## config.mk

```make
export PLATFORM = sky130hd
export DESIGN_NAME = gtpc_dist
export DESIGN_NICKNAME = d
export VERILOG_FILES = /design/src/rtl/core/gtpc_pkg.sv /design/src/rtl/core/gtpc_dist.sv
export SDC_FILE = /design/constraint.sdc
export NUM_CORES = 1
export LEC_CHECK = 0
export BUFFER_PORTS_ARGS = -buffer_cell sky130_fd_sc_hd__buf_2
export CAP_MARGIN = 20
export CORE_UTILIZATION = 36
export DETAILED_ROUTE_END_ITERATION = 12
export GPL_TIMING_DRIVEN = 0
export PLACE_DENSITY = 0.48
export SLEW_MARGIN = 20
export SYNTH_ARGS = -nofsm -noshare
export SYNTH_HDL_FRONTEND = slang
export SYNTH_SLANG_ARGS = --single-unit
```

## constraint.sdc

```tcl
create_clock -name clk -period 13.5 [get_ports clk]
set_input_delay 0 -clock clk [delete_from_list [all_inputs] [get_ports clk]]
set_output_delay 0 -clock clk [all_outputs]
set_load 0.02 [all_outputs]
```

## src/rtl/core/gtpc_pkg.sv

```systemverilog
// Shared types and constants for the greedy tree point chain order core.
// No dependencies.
`default_nettype none
package gtpc_pkg;

	localparam int GTPC_MAX_POINTS = 64;
	localparam int COORD_W = 16;
	localparam int SQ_W = 32;
	localparam int DIST_W = 34;

	typedef struct packed {
		logic signed [COORD_W-1:0] x;
		logic signed [COORD_W-1:0] y;
		logic signed [COORD_W-1:0] z;
	} point_t;

	typedef struct packed {
		logic sq_en;
		logic acc_clr;
		logic acc_en;
	} dist_ctl_t;

endpackage
`default_nettype wire

```

## src/rtl/core/gtpc_dist.sv

```systemverilog
// Shared squared-distance unit: one axis square per cycle while ctl.sq_en is set, accumulated.
// Depends on gtpc_pkg.
`default_nettype none
module gtpc_dist import gtpc_pkg::*; (
	input  wire logic                      clk,
	input  wire dist_ctl_t                 ctl,
	input  wire logic signed [COORD_W-1:0] a,
	input  wire logic signed [COORD_W-1:0] b,
	output logic        [DIST_W-1:0]       dsq
);

	logic signed [COORD_W:0]     diff;
	logic signed [2*COORD_W+1:0] prod;
	logic        [SQ_W-1:0]      sq_q;
	logic        [DIST_W-1:0]    acc_q;

	assign diff = {a[COORD_W-1], a} - {b[COORD_W-1], b};
	assign prod = diff * diff;
	assign dsq  = acc_q + {{(DIST_W-SQ_W){1'b0}}, sq_q};

	always_ff @(posedge clk) begin
		if (ctl.sq_en) begin
			sq_q <= prod[SQ_W-1:0];
		end
		if (ctl.acc_clr) begin
			acc_q <= '0;
		end else if (ctl.acc_en) begin
			acc_q <= acc_q + {{(DIST_W-SQ_W){1'b0}}, sq_q};
		end
	end

endmodule
`default_nettype wire

```

=== Yosys cells after proc, flatten, opt, wreduce, memory -nomap -nowiden ===
Index checks and enable logic that the tools add are counted.

* Add/subtract/negate cells: 2
* Multiply operators: 1

{| class="wikitable"
|+ Operator list
! cell !! number
|-
| $add 34x32->34 || 1
|-
| $mul 17x17->32 || 1
|-
| $sub 16x16->17 || 1
|}

* Flip-flop bits (word level): 66
* Input port bits: 36
* Output and inout bits: 34
* Word-level logic and storage cells: 5

=== Longest topological paths before layout ===
* Word-level depth: 2
* Mapped depth: 36
* Gate-level depth less buffers: 35

=== Least setup slack after synthesis ===
No wires, ideal clock.

* Path kind: input to register
* From: input port a[0]
* To: register sq_q[31] (data pin)
* Setup time: 0.260 ns
* Arrival time: 7.201 ns
* Required time: 13.240 ns
* Slack: 6.039 ns
* Cell stages on the path: 31
* Buffers on the path: 1
* Cells stage by stage: inv_1 > ha_1 > fa_1 > nor2b_1 > o31a_1 > o211ai_1 > nand2_1 > a2111oi_2 > o21bai_2 > nand2_1 > a21o_2 > inv_2 > buf_2 > nor2_1 > fa_1 > inv_1 > fa_1 > inv_1 > fa_1 > fa_1 > fa_1 > fa_1 > ha_1 > and2_1 > a311oi_1 > o21bai_1 > a21oi_1 > a21boi_1 > o21ba_2 > a21oi_1 > xnor2_1

* Cells in the longest elaborated chain, start to end: 2

{| class="wikitable"
|+ Ends and longest elaborated chain
! element !! RTL line !! RTL
|-
| start: declaration || gtpc_dist.sv:7 || <nowiki>input wire logic signed [COORD_W-1:0] a,</nowiki>
|-
| $sub 16x16->17 || gtpc_dist.sv:17 || <nowiki>assign diff = {a[COORD_W-1], a} - {b[COORD_W-1], b};</nowiki>
|-
| $mul 17x17->32 || gtpc_dist.sv:18 || <nowiki>assign prod = diff * diff;</nowiki>
|-
| via prod[31] || gtpc_dist.sv:13 || <nowiki>logic signed [2*COORD_W+1:0] prod;</nowiki>
|-
| end signal: assignment || gtpc_dist.sv:23 || <nowiki>sq_q <= prod[SQ_W-1:0];</nowiki>
|-
| end: declaration || gtpc_dist.sv:14 || <nowiki>logic [SQ_W-1:0] sq_q;</nowiki>
|}

The timed path passes the listed nets, and every way through them passes these cells.
A chain may end at the register's enable or synchronous reset.

=== Worst setup path in the final report ===
Ends and elaborated chain as after synthesis.

==> impl_metrics.json <==
{
  "synthSimpleGateAreaFrac_pct": 10.5,
  "num_vias": 9691,
  "cpPeakStageDelay_ns": 0.90,
  "rows": 71,
  "slowest_stage": "fa_1",
  "synth_adder_area_share_pct": 49.3,
  "syn_to_final_growth_pct": 9.64,
  "async_flop_share_pct": 0,
  "synth-edff-count": 31,
  "grt_max_degree": 32,
  "clk_latency_ns": 0.34,
  "ctsResizeCount": 0,
  "htreeDepth": 3,
  "wl_per_cell_um": 15.7,
  "syn_area_um2": 13700,
  "worst_slew_pin_slew_ns": 0.962,
  "rsz0062_at_grt": "no",
  "setup-tns-final_ns": 0,
  "synth_area_leaders": "fa_1 (38%), ha_1 (12%), inv_1 (9.6%)",
  "period_needed_ns": 8.65,
  "clock_path_buffers": 2,
  "synth.distinct_cells": 81,
  "synth_flop_cell": "dfxtp_1",
  "grt_pass1_vias": 10383,
  "start_kind": "input pin",
  "drive_gt1_share_pct": 9.41,
  "synth_top_area_cell": "fa_1",
  "hpwl_mm": 27.8,
  "hp-class": "in2reg",
  "endpoint_kind": "flip-flop",
  "synth-compound-area-share_pct": 9.14,
  "dieHeight_um": 197,
  "cp_data_required_time_ns": 13.60,
  "max_freq_ghz": 0.116,
  "die_w_um": 197,
  "yosysTopAreaCellShare_pct": 37.7,
  "clkSinkCount": 65,
  "synth_xor_xnor_area_share_pct": 6.05,
  "hold_viol": 0,
  "grt_usage_pct": 17.9,
  "io_pins": 70,
  "muxShareOfSynthArea_pct": 2.19,
  "initial_core_util_pct": 36.4,
  "hold_buffers": 0,
  "coreArea_um2": 37600,
  "slew_violations": 0,
  "first_iter_violations": 422,
  "outcome": "finished clean",
  "maxCapViolations": 0,
  "cts_tree": "done",
  "ant_nets": 0,
  "synth-seq-cells": 65,
  "setup_viol": 0,
  "drc_errors": 0,
  "period_share_pct": 64.1,
  "max_slew_margin_pct": 35.7,
  "synth_top_family_by_area": "adder cells",
  "crit_type": "in2reg",
  "vias_per_cell": 4.70,
  "synth_commonest_cells": "inv_1 (349), fa_1 (258), nor2_1 (156)",
  "path_max_fanout": 10,
  "num_antenna_cells": 0,
  "synth_warnings": 0,
  "avgSynthCellArea_um2": 9.34,
  "wirelength_mm": 32.5,
  "critPathArrivalTime_ns": 8.75,
  "nets": 1966,
  "grt_pass1_wl_mm": 53.8,
  "gp_congestion": 0.833,
  "postSynthCellCount": 1466,
  "dieArea_um2": 38800,
  "clockRootBuffer": "clkbuf_16",
  "crit_top_cell": "fa_1",
  "io_buffers": 69,
  "yosysMostFrequentCell": "inv_1",
  "cts_buffers": 9,
  "fin_skew_ns": 0.00604,
  "antenna_found_initial": 0,
  "clk_pin_slew_ns": 0.05,
  "cts_setup_buffers": 0,
  "overflow": 0,
  "synth_nets": 1886,
  "drt_first_pass_iters": 4,
  "seq_area_frac_synth_pct": 11.8
}
## final cells by class
cell class              instances  area (um2)
repair buffers                 69         345
multi-input cells            1010       10600
well taps                     511         639
clock inverters                 6        83.8
inverters                     357        1340
flip-flops and latches         65        1610
plain buffers                  34         179
clock buffers                  10         229
fillers                      3819       22600
## critical path, delay by kind of cell
family                   cells  cell delay (ns)
adder cells (fa/ha/maj)      9             4.51
buffers and inverters        6             0.80
XOR/XNOR                     1             0.36
AND/OR/NAND/NOR              5             0.74
AO/OA/AOI/OAI               11             2.32
## registers in the layout, summed over array words and instances, names as in the netlist
signal  count
acc_q      34
sq_q       31
## cell usage in the layout, fill, tap and decap left out, types with 31 or more instances in the layout
cell type and count:
a21oi_1 44, buf_2 75, dfxtp_1 34, edfxtp_1 31, fa_1 258, ha_1 126
inv_1 349, nand2_1 106, nor2_1 156, xnor2_1 56
## path summary, 6_finish.rpt
kind / from / end / slack (ns) / cells after the start
worst max-delay path: a[0] / sq_q[31] / 4.85 / 32
worst min-delay path: ctl[1] / acc_q[24] / 0.03 / 3
worst max register to register: sq_q[0] / acc_q[24] / 10.37 / 11
worst min register to register: acc_q[11] / acc_q[11] / 0.50 / 2
## routing by layer
metal,share of wire (%),vias to the layer above,GRT usage [%]
met3,3.5,19,2.00
met4,1.2,0,3.65
li1,-,4699,-
met5,0,-,0
met2,47,156,30.2
met1,49,4817,24.7
## kinds of logic (layout without fill, tap and decap cells)
family,after synthesis,in the layout
AO/OA/AOI/OAI,176,176
AND/OR/NAND/NOR,331,331
multiplexers,30,30
buffers and inverters,391,476
adder cells (fa/ha/maj),384,384
flip-flops,65,65
XOR/XNOR,89,89
## through the flow
stage	instances	area [um2]	setup WS, ns	util (%)	hold slack (ns)
6_report	2062	15000	4.85	39.9	0.0264
5_1_grt	2062	15000	4.24	39.9	0.0371
4_1_cts	2062	15000	4.89	39.9	0.0155
3_5_place_dp	2046	14700	4.55	39.1	0.380
3_3_place_gp	2046	14700	4.58	39.0	0.379
2_1_floorplan	1466	13700	6.04	-	0.112
Power is not shown: default switching activity piles up to over one toggle a cycle in this logic, so the estimate is an artifact.
